File: src/sv/ucd_pkg.sv
// ucd_pkg: shared types and constants of the UTF-8 code point decoder.
// Used by ucd_front, ucd_fifo, ucd_back and utf8_codepoint_decoder_top.
package ucd_pkg;

	localparam logic [20:0] REPL_CP  = 21'h00FFFD;
	localparam logic [20:0] MAX_CP   = 21'h10FFFF;
	localparam logic [20:0] MIN_CP2  = 21'h000080;
	localparam logic [20:0] MIN_CP3  = 21'h000800;
	localparam logic [20:0] MIN_CP4  = 21'h010000;

	localparam logic [2:0] SEQ_LEN2 = 3'd2;
	localparam logic [2:0] SEQ_LEN3 = 3'd3;
	localparam logic [2:0] SEQ_LEN4 = 3'd4;

	// One input byte's worth of results: n results in total, all U+FFFD
	// except the one at mid_pos when mid_en is set.
	typedef struct packed {
		logic [2:0]  n;
		logic [1:0]  mid_pos;
		logic        mid_en;
		logic [20:0] mid_cp;
		logic        mid_repl;
	} job_t;

endpackage

File: src/sv/ucd_front.sv
// ucd_front: byte classification and pending-sequence state.
// Turns each accepted byte into one job_t descriptor. Depends on ucd_pkg.
module ucd_front (
	input  logic          clk,
	input  logic          arst_n,
	input  logic [7:0]    in_byte,
	input  logic          end_of_text,
	input  logic          accept,
	output ucd_pkg::job_t job
);
	import ucd_pkg::*;

	logic [1:0] cnt_q;
	logic [7:0] lead_q;
	logic [5:0] pay_q [2];

	logic        cont;
	logic [2:0]  need;
	logic        complete;
	logic [20:0] v;
	logic [20:0] minv;
	logic [1:0]  pre;
	logic [1:0]  post;
	logic [1:0]  cnt_d;
	logic [1:0]  cnt_nx;
	logic [7:0]  lead_d;
	logic        pay_wr;
	logic        pay_idx;
	logic        mid_en;
	logic [20:0] mid_cp;
	logic        mid_repl;

	assign cont     = (in_byte[7:6] == 2'b10);
	assign complete = (({1'b0, cnt_q}) + 3'd1) >= need;
	assign pay_idx  = 1'(cnt_q - 2'd1);

	always_comb begin
		priority if (lead_q[7:5] == 3'b110) begin
			need = SEQ_LEN2;
			v    = {10'd0, lead_q[4:0], in_byte[5:0]};
			minv = MIN_CP2;
		end else if (lead_q[7:4] == 4'b1110) begin
			need = SEQ_LEN3;
			v    = {5'd0, lead_q[3:0], pay_q[0], in_byte[5:0]};
			minv = MIN_CP3;
		end else begin
			need = SEQ_LEN4;
			v    = {lead_q[2:0], pay_q[0], pay_q[1], in_byte[5:0]};
			minv = MIN_CP4;
		end
	end

	always_comb begin
		pre      = 2'd0;
		mid_en   = 1'b0;
		mid_cp   = {13'd0, in_byte};
		mid_repl = 1'b0;
		cnt_d    = cnt_q;
		lead_d   = lead_q;
		pay_wr   = 1'b0;
		if (cnt_q != 2'd0 && cont) begin
			if (complete) begin
				cnt_d  = 2'd0;
				mid_en = 1'b1;
				if (v < minv || v > MAX_CP) begin
					mid_cp   = REPL_CP;
					mid_repl = 1'b1;
				end else begin
					mid_cp = v;
				end
			end else begin
				pay_wr = 1'b1;
				cnt_d  = cnt_q + 2'd1;
			end
		end else begin
			pre   = cnt_q;
			cnt_d = 2'd0;
			priority if (!in_byte[7]) begin
				mid_en = 1'b1;
			end else if (in_byte[7:5] == 3'b110 || in_byte[7:4] == 4'b1110
					|| in_byte[7:3] == 5'b11110) begin
				lead_d = in_byte;
				cnt_d  = 2'd1;
			end else begin
				mid_en   = 1'b1;
				mid_cp   = REPL_CP;
				mid_repl = 1'b1;
			end
		end
		post   = end_of_text ? cnt_d : 2'd0;
		cnt_nx = end_of_text ? 2'd0 : cnt_d;
	end

	assign job.n        = {1'b0, pre} + {2'd0, mid_en} + {1'b0, post};
	assign job.mid_pos  = pre;
	assign job.mid_en   = mid_en;
	assign job.mid_cp   = mid_cp;
	assign job.mid_repl = mid_repl;

	always_ff @(posedge clk or negedge arst_n) begin
		if (!arst_n) begin
			cnt_q <= 2'd0;
		end else if (accept) begin
			cnt_q <= cnt_nx;
		end
	end

	always_ff @(posedge clk) begin
		if (accept) begin
			lead_q <= lead_d;
			if (pay_wr) begin
				pay_q[pay_idx] <= in_byte[5:0];
			end
		end
	end

endmodule

File: src/sv/ucd_fifo.sv
// ucd_fifo: short show-ahead queue of job descriptors between front and back.
// Depends on ucd_pkg.
module ucd_fifo #(
	parameter int DEPTH = 4
) (
	input  logic          clk,
	input  logic          arst_n,
	input  logic          push,
	input  ucd_pkg::job_t push_job,
	input  logic          pop,
	output ucd_pkg::job_t head,
	output logic          not_empty,
	output logic          full
);
	import ucd_pkg::*;

	localparam int AW = (DEPTH > 1) ? $clog2(DEPTH) : 1;
	localparam int CW = $clog2(DEPTH + 1);
	localparam logic [AW-1:0] LAST = AW'(DEPTH - 1);
	localparam logic [CW-1:0] FULL_CNT = CW'(DEPTH);

	job_t          mem_q [DEPTH];
	logic [AW-1:0] wr_q;
	logic [AW-1:0] rd_q;
	logic [CW-1:0] cnt_q;

	assign head      = mem_q[rd_q];
	assign not_empty = (cnt_q != '0);
	assign full      = (cnt_q == FULL_CNT);

	always_ff @(posedge clk or negedge arst_n) begin
		if (!arst_n) begin
			wr_q  <= '0;
			rd_q  <= '0;
			cnt_q <= '0;
		end else begin
			if (push) begin
				wr_q <= (wr_q == LAST) ? '0 : wr_q + AW'(1);
			end
			if (pop) begin
				rd_q <= (rd_q == LAST) ? '0 : rd_q + AW'(1);
			end
			if (push && !pop) begin
				cnt_q <= cnt_q + CW'(1);
			end else if (pop && !push) begin
				cnt_q <= cnt_q - CW'(1);
			end
		end
	end

	always_ff @(posedge clk) begin
		if (push) begin
			mem_q[wr_q] <= push_job;
		end
	end

endmodule

File: src/sv/ucd_back.sv
// ucd_back: expands job descriptors into code point transfers, one a cycle
// while out_ready allows, through an output register. Depends on ucd_pkg.
module ucd_back (
	input  logic          clk,
	input  logic          arst_n,
	input  ucd_pkg::job_t head,
	input  logic          head_valid,
	output logic          pop,
	output logic          out_valid,
	input  logic          out_ready,
	output logic [20:0]   code_point,
	output logic          was_replaced,
	output logic          last_of_run
);
	import ucd_pkg::*;

	logic [1:0]  idx_q;
	logic        vld_q;
	logic [20:0] cp_q;
	logic        repl_q;
	logic        last_q;
	logic        advance;
	logic        is_last;
	logic        is_mid;

	assign advance = head_valid && (!vld_q || out_ready);
	assign is_last = (({1'b0, idx_q}) + 3'd1) == head.n;
	assign is_mid  = head.mid_en && (idx_q == head.mid_pos);
	assign pop     = advance && is_last;

	always_ff @(posedge clk or negedge arst_n) begin
		if (!arst_n) begin
			vld_q <= 1'b0;
			idx_q <= 2'd0;
		end else begin
			if (advance) begin
				vld_q <= 1'b1;
				idx_q <= is_last ? 2'd0 : idx_q + 2'd1;
			end else if (out_ready) begin
				vld_q <= 1'b0;
			end
		end
	end

	always_ff @(posedge clk) begin
		if (advance) begin
			cp_q   <= is_mid ? head.mid_cp : REPL_CP;
			repl_q <= is_mid ? head.mid_repl : 1'b1;
			last_q <= is_last;
		end
	end

	assign out_valid    = vld_q;
	assign code_point   = cp_q;
	assign was_replaced = repl_q;
	assign last_of_run  = last_q;

endmodule

File: src/sv/utf8_codepoint_decoder_top.sv
// utf8_codepoint_decoder_top: streaming UTF-8 byte to code point decoder.
// Instantiates ucd_front, ucd_fifo and ucd_back; depends on ucd_pkg.
//
//   channel  | dir | tdata                   | tuser        | tlast
//   s_axis   | in  | [7:0] in_byte           | -            | end_of_text
//   m_axis   | out | [20:0] code_point, pad  | was_replaced | last_of_run
//
// One byte is taken per cycle while the job queue has room; each byte yields
// 0 to 4 code points, sent one per cycle from the output register while
// m_axis is ready. Sustained rate is one byte per cycle while bytes yield at
// most one result and m_axis is ready; bursts of replacements are absorbed by
// the QUEUE_DEPTH-entry job queue, which lies before the output register.
// Reset empties the pending sequence, the queue and the output register.
module utf8_codepoint_decoder_top #(
	parameter int QUEUE_DEPTH = 4
) (
	input  logic        clk,
	input  logic        arst_n,
	input  logic        s_axis_tvalid,
	output logic        s_axis_tready,
	input  logic [7:0]  s_axis_tdata,   // [7:0] in_byte
	input  logic        s_axis_tlast,
	output logic        m_axis_tvalid,
	input  logic        m_axis_tready,
	output logic [23:0] m_axis_tdata,   // [20:0] code_point, [23:21] zero
	output logic        m_axis_tuser,   // [0] was_replaced
	output logic        m_axis_tlast
);
	import ucd_pkg::*;

	job_t        job;
	job_t        head;
	logic        accept;
	logic        push;
	logic        pop;
	logic        not_empty;
	logic        full;
	logic [20:0] code_point;

	assign s_axis_tready = !full;
	assign accept        = s_axis_tvalid && !full;
	assign push          = accept && (job.n != 3'd0);

	ucd_front u_front (
		.clk         (clk),
		.arst_n      (arst_n),
		.in_byte     (s_axis_tdata),
		.end_of_text (s_axis_tlast),
		.accept      (accept),
		.job         (job)
	);

	ucd_fifo #(
		.DEPTH (QUEUE_DEPTH)
	) u_fifo (
		.clk       (clk),
		.arst_n    (arst_n),
		.push      (push),
		.push_job  (job),
		.pop       (pop),
		.head      (head),
		.not_empty (not_empty),
		.full      (full)
	);

	ucd_back u_back (
		.clk          (clk),
		.arst_n       (arst_n),
		.head         (head),
		.head_valid   (not_empty),
		.pop          (pop),
		.out_valid    (m_axis_tvalid),
		.out_ready    (m_axis_tready),
		.code_point   (code_point),
		.was_replaced (m_axis_tuser),
		.last_of_run  (m_axis_tlast)
	);

	assign m_axis_tdata = {3'd0, code_point};

	a_repl_value: assert property (@(posedge clk) disable iff (!arst_n)
		m_axis_tvalid && m_axis_tuser |-> code_point == REPL_CP)
		else $error("replacement transfer without U+FFFD");

	a_scalar_range: assert property (@(posedge clk) disable iff (!arst_n)
		m_axis_tvalid |-> code_point <= MAX_CP)
		else $error("code point above U+10FFFF");

	a_job_nonempty: assert property (@(posedge clk) disable iff (!arst_n)
		push |-> job.n <= 3'd4 && (!job.mid_en || job.mid_pos < job.n[1:0]
			|| job.n == 3'd4))
		else $error("malformed job descriptor");

endmodule
File: config.mk
export PLATFORM = sky130hd
export DESIGN_NAME = utf8_codepoint_decoder_top
export DESIGN_NICKNAME = d
export VERILOG_FILES = /design/src/sv/ucd_pkg.sv /design/src/sv/ucd_front.sv /design/src/sv/ucd_fifo.sv /design/src/sv/ucd_back.sv /design/src/sv/utf8_codepoint_decoder_top.sv
export SDC_FILE = /design/constraint.sdc
export NUM_CORES = 1
export LEC_CHECK = 0
export BUFFER_PORTS_ARGS = -buffer_cell sky130_fd_sc_hd__buf_4
export CELL_PAD_IN_SITES_DETAIL_PLACEMENT = 2
export CELL_PAD_IN_SITES_GLOBAL_PLACEMENT = 2
export CORE_MARGIN = 1.5
export CORE_UTILIZATION = 49
export CTS_CLUSTER_DIAMETER = 30
export DETAILED_ROUTE_END_ITERATION = 8
export MAX_ROUTING_LAYER = met4
export PLACE_DENSITY = 0.92
export SLEW_MARGIN = 0
export SYNTH_ARGS = -nofsm -noshare
export SYNTH_HDL_FRONTEND = slang
export SYNTH_HIERARCHICAL = 1
export SYNTH_SLANG_ARGS = --single-unit
export TNS_END_PERCENT = 5
File: constraint.sdc
create_clock -name clk -period 8 [get_ports clk]
set_input_delay 0 -clock clk [delete_from_list [all_inputs] [get_ports clk]]
set_output_delay 0 -clock clk [all_outputs]
set_load 0.005 [all_outputs]
-- After elaboration in Yosys (flattened, before gate mapping)
Memory sizes are Yosys's and may differ from the RTL's.
Index checks and enable logic that the tools add are counted.
- register bits after elaboration: 42
- bits in writable memories: 124
- bits of input ports: 13
- output and inout bits: 28
- word-level logic and storage cells: 100
- memories kept: 2
- memories (name ; depth ; width ; read ports ; clocked after Yosys merged registers in ; write ports ; line ; text):
    u_fifo.mem_q ; 4 ; 28 ; 1 ; 0 ; 1 ; ucd_fifo.sv:22 ; job_t mem_q [DEPTH];
    u_front.pay_q ; 2 ; 6 ; 2 ; 0 ; 1 ; ucd_front.sv:15 ; logic [5:0] pay_q [2];
- $add $sub $neg: 11
- $lt $le $gt $ge: 3
- equal/unequal tests: 11
- mux-type cells: 40
- bitwise operators: 1
- reduce and logical (&&, ||, !) cells: 22
- operators with widths (operator ; number):
    21-bit 2-to-1 mux ; 7
    21-bit greater-than comparator, second input constant ; 1
    21-bit < comparator ; 1
    1-bit 2-to-1 mux ; 18
    2-bit 2-to-1 mux ; 9
    17-bit 2-to-1 mux ; 1
    16-bit 2-to-1 mux ; 1
    3-bit 2-to-1 mux ; 4
    3-bit equality test, second input constant ; 3
    2-bit by 1-bit adder with 2-bit output, second input constant ; 4
    2-bit equality test, second input constant ; 4
    1-bit logical AND ; 8
    2-bit by 1-bit adder with 3-bit output, second input constant ; 2
    2-bit nonzero test ; 3
    3-bit nonzero test ; 2
    5-bit equality test, second input constant ; 1
    4-bit equality test, second input constant ; 1
    1-bit zero test ; 4
    1-bit logical OR ; 4
    4-bit AND reduction ; 1
    2-bit by 1-bit adder with 3-bit output ; 1
    3-bit by 1-bit adder with 3-bit output, second input constant ; 1
    3-bit by 2-bit adder with 3-bit output ; 1
    3-bit equality test ; 1
    other kinds (5) ; 5

-- Depth between registers and ports, before layout
- depth in word-level cells: 14
- gate-level depth with buffers: 20
- depth with buffers taken out: 19

-- Cells and area by module
Netlist, hierarchy kept.
- by module, submodules not included (module ; instances ; cells an instance ; area each (um^2) ; seq. area each (um^2)):
    ucd_fifo ; 1 ; 183 ; 4455.5 ; 3538.4
    ucd_front ; 1 ; 171 ; 1541.5 ; 620.6
    ucd_back ; 1 ; 75 ; 1073.5 ; 765.7
    utf8_codepoint_decoder_top ; 1 ; 7 ; 52.6 ; 0.0

-- Worst setup path after synthesis
OpenSTA, ideal clock, no wires.
- kind: register to register
- start: reg u_front.lead_q[6]
- end: reg u_fifo.cnt_q[1]
- library setup time: 125 ps
- data arrival time: 4301 ps
- required time: 7875 ps
- path slack: 3574 ps
- cell stages (with the launch flop): 19
- path buffers: 1
- period minus slack after synthesis: 4426 ps
- path through: edfxtp_1 > buf_2 > nor2b_1 > and2_1 > ha_1 > nand2b_1 > a31oi_1 > nor2b_1 > a21boi_0 > nor2b_1 > fa_1 > inv_1 > fa_1 > inv_1 > o31a_1 > ha_1 > inv_1 > fa_1 > mux2_2
- RTL lines (element ; line ; text):
    from (decl) ; ucd_front.sv:14 ; logic [7:0] lead_q;
    from (signal assigned) ; ucd_front.sv:110 ; lead_q <= lead_d;
    to (signal assigned) ; ucd_fifo.sv:44 ; cnt_q <= cnt_q + CW'(1);
    to (signal assigned) ; ucd_fifo.sv:46 ; cnt_q <= cnt_q - CW'(1);
    to (decl) ; ucd_fifo.sv:25 ; logic [CW-1:0] cnt_q;

==> metrics <==
Gate Count Post-Synth 436; Final TNS setup 0 ns; met3 wire len 1.487 mm; sequential area share after synthesis 69.14%; slowest stage cell, crit path edfxtp_1; post-route ant nets 0; f_max 0.1699 GHz; worst-case reg-to-reg path depth 17; Post-CTS Setup Inserts 0; H-tree levels 4; final hold slack 0.02921 ns; prevailing post-synth register cell edfxtp_1; synth warn 6; die extent in y 123.6 um; Bufs and invs on worst path 3; vias 4330; Lkg Pwr 2.908 nW; syn_area_per_cell 16.34 sq um; share of the synthesized area in the top cell type 64.92%; TritonCTS Sinks 166; startpoint types flop; Worst Tran Pin Value 1.086 ns; die area 0.01527 sq mm; clock buffer depth 2; Ports 41; Crit path largest cell delay 0.68 ns; post-synth cell types 56; Hold Vio Cnt, Final 0; DR WL/cell 33.40 um; Clock Tree Root clkbuf_16; global-route wire length before repair 33.37 mm; metal2 WL 11.36 mm; DR DRC count 0; Max-Cap Viols 0; Syn Std Cell Area 0.007123 sq mm; Highest Signal Layer met4; Power Dens Cells 352.7 mW/mm^2; Placer Congestion 0.8658; CTS tree yes; Worst R2R End u_fifo/cnt_q[1]; CP top delay family adder cells; antenna cells 0; final setup skew 0.02575 ns; synthesis-to-layout area growth 15.65%; Hold Path Class in -> reg; Post-synth EDFFs 154; antenna violations before repair 2; fin crit period 5.884 ns; Die Wd 123.6 um; First DRT Iteration DRCs 463; Placeable Area 0.01404 sq mm; WP data required 8.30 ns; total gr overflow 0; num rows 43; FF-to-FF Start u_front/lead_q[6]; CP Class reg -> reg; share of layout cells above drive strength 1 22.82%; CP arrival 6.19 ns; #FFs+latches synth 166; RSZ-0062 raised after global routing false; final setup violation count 0; worst vdd ir 0.1965 mV; Starting Density 50.73%; First-pass DRT Iterations 5; Final period util 73.55%; crit path cell chain nor2b_1 > and2_1 > ha_1 > nand2b_1 > a31oi_1 > nor2b_1 > a21boi_0 > nor2b_1 > fa_1 > inv_1 > fa_1 > inv_1 > o31a_1 > ha_1 > inv_1 > fa_1 > mux2_2; nets@finish 521; Hold Path Origin m_axis_tready; Async SR Flop Fraction 7.229%; pin count of the biggest net entering global routing 32; M1 WL 9.123 mm; Max-slew headroom 27.61%; Worst Path Max Fanout 16; Detail Placement HPWL 14.32 mm; # port buffers 37; CTS buffer count 17; GRT Util Overall 33.84%; clk_lat worst skew 0.45 ns; status finished clean; number of global-route vias before repair 4664; critical path endpoint category flop; Synth area leaders edfxtp_1 65%, mux4_2 8.9%, dfrtp_1 4.2%, ha_1 2.5%, inv_1 1.7%; Vias/cell 6.330; Slew Viols, Final 0; r2r setup slk 2.12 ns; final WL 22.84 mm; hold path depth 3; CTS clk-pin slew, worst paths 0.06 ns; Synth area leader edfxtp_1; worst min-delay path endpoint u_back/out_valid
[worst max path at each step]
stage,start,end,slack [ns],depth (start not counted)
finish,u_front/lead_q[6],u_fifo/cnt_q[1],2.12,17
global route,u_front/lead_q[6],u_fifo/cnt_q[2],1.91,19
CTS,u_front/lead_q[6],u_fifo/cnt_q[1],2.19,17
detailed placement,u_front/lead_q[6],u_fifo/cnt_q[1],2.50,17
global placement,u_front/lead_q[6],u_fifo/cnt_q[1],3.30,17
floorplan,u_front/lead_q[6],u_fifo/cnt_q[1],3.57,18
[cells in the mapped netlist, types with 2 or more instances]
cell type / instances
a31oi_1: 4
inv_1: 33
buf_6: 5
xor2_1: 3
and3_1: 2
ha_1: 14
nor2b_1: 6
a22o_1: 6
mux4_2: 28
mux2_2: 2
or2_2: 3
fa_1: 3
buf_2: 5
nand3_1: 8
a21oi_1: 13
edfxtp_1: 154
o221ai_1: 4
nor2_1: 23
dfrtp_1: 12
nand2_1: 22
and2_1: 6
and4_1: 2
o21ai_1: 5
nand2b_1: 8
o22ai_1: 3
nor3_1: 4
a21o_1: 2
or2_1: 14
o21ai_0: 6
xnor2_1: 4
buf_4: 7
[layer usage]
| metal | track usage, % | vias to the layer above |
|---|---|---|
| met2 | 54.51 | 241 |
| met5 | - | - |
| li1 | - | 1752 |
| met4 | 14.30 | 0 |
| met1 | 43.29 | 2288 |
| met3 | 5.311 | 49 |
[where the power goes]
group / switching [mW] / internal [mW] / leakage [nW]
sequential: 0.139 / 1.16 / 1.53
combinational: 0.416 / 0.325 / 1.09
clock: 0.349 / 0.514 / 0.293
total: 0.904 / 2.00 / 2.91
[worst min-delay path, stage by stage]
cell and delay, ns:
buf_4 0.08, nand2b_1 0.21, nand2b_1 0.11
[what timing repair did]
item | CTS | global route
gates resized for setup | 0 | 0
hold buffers | 10 | 0
endpoints found under the hold margin | 33 | 0
[registers in the layout, indices dropped and copies added (netlist names)]
name	cells
u_fifo/cnt_q	3
u_fifo/rd_q	2
u_back/was_replaced	1
u_front/cnt_q	2
u_back/out_valid	1
u_front/lead_q	7
u_front/pay_q	12
u_back/idx_q	2
u_back/code_point	21
u_fifo/wr_q	2
u_back/last_of_run	1
u_fifo/mem_q	112
[final cells by class]
type	instances	area (sq um)
Tap cell	180	225.2
Timing Repair Buffer	52	415.4
Fill cell	1176	5804
Clock inverter	9	125.1
Inverter	34	127.6
Sequential cell	166	4926
Multi-Input combinational cell	220	1941
Clock buffer	23	478.0
[through the flow]
step	setup WS, ns	instance area (sq um)	util (%)	power (mW)	cells
4_1_cts	2.194	8238	58.67	2.928	684
5_1_grt	1.907	8238	58.67	3.013	684
3_5_place_dp	2.503	7535	53.66	2.022	642
2_1_floorplan	3.574	7131	-	1.726	438
6_report	2.116	8238	58.67	2.906	684
3_3_place_gp	3.298	7535	53.66	1.879	642
[placed cells by master (no fill, tap or decap), types with 5 or more instances in the layout]
cell type / instances
nand2b_1: 8
dlygate4sd3_1: 10
nand3_1: 8
o21ai_1: 5
dfrtp_1: 11
a22o_1: 6
inv_1: 33
mux4_2: 28
a21oi_1: 13
buf_4: 42
edfxtp_1: 154
or2_1: 14
clkbuf_16: 17
nor2_1: 23
and2_1: 6
nor2b_1: 6
o21ai_0: 6
ha_1: 14
nand2_1: 22
[cells by family after synthesis]
kind of cell,after synthesis,synth area share [%]
XOR/XNOR,8,1.089
multiplexers,30,9.169
AND/OR/NAND/NOR,106,7.993
flip-flops,166,69.14
AO/OA/AOI/OAI,56,5.533
adder cells (fa/ha/maj),17,3.302
other,1,0.05265
buffers and inverters,52,3.724
Power figures use the tool's default switching activity.
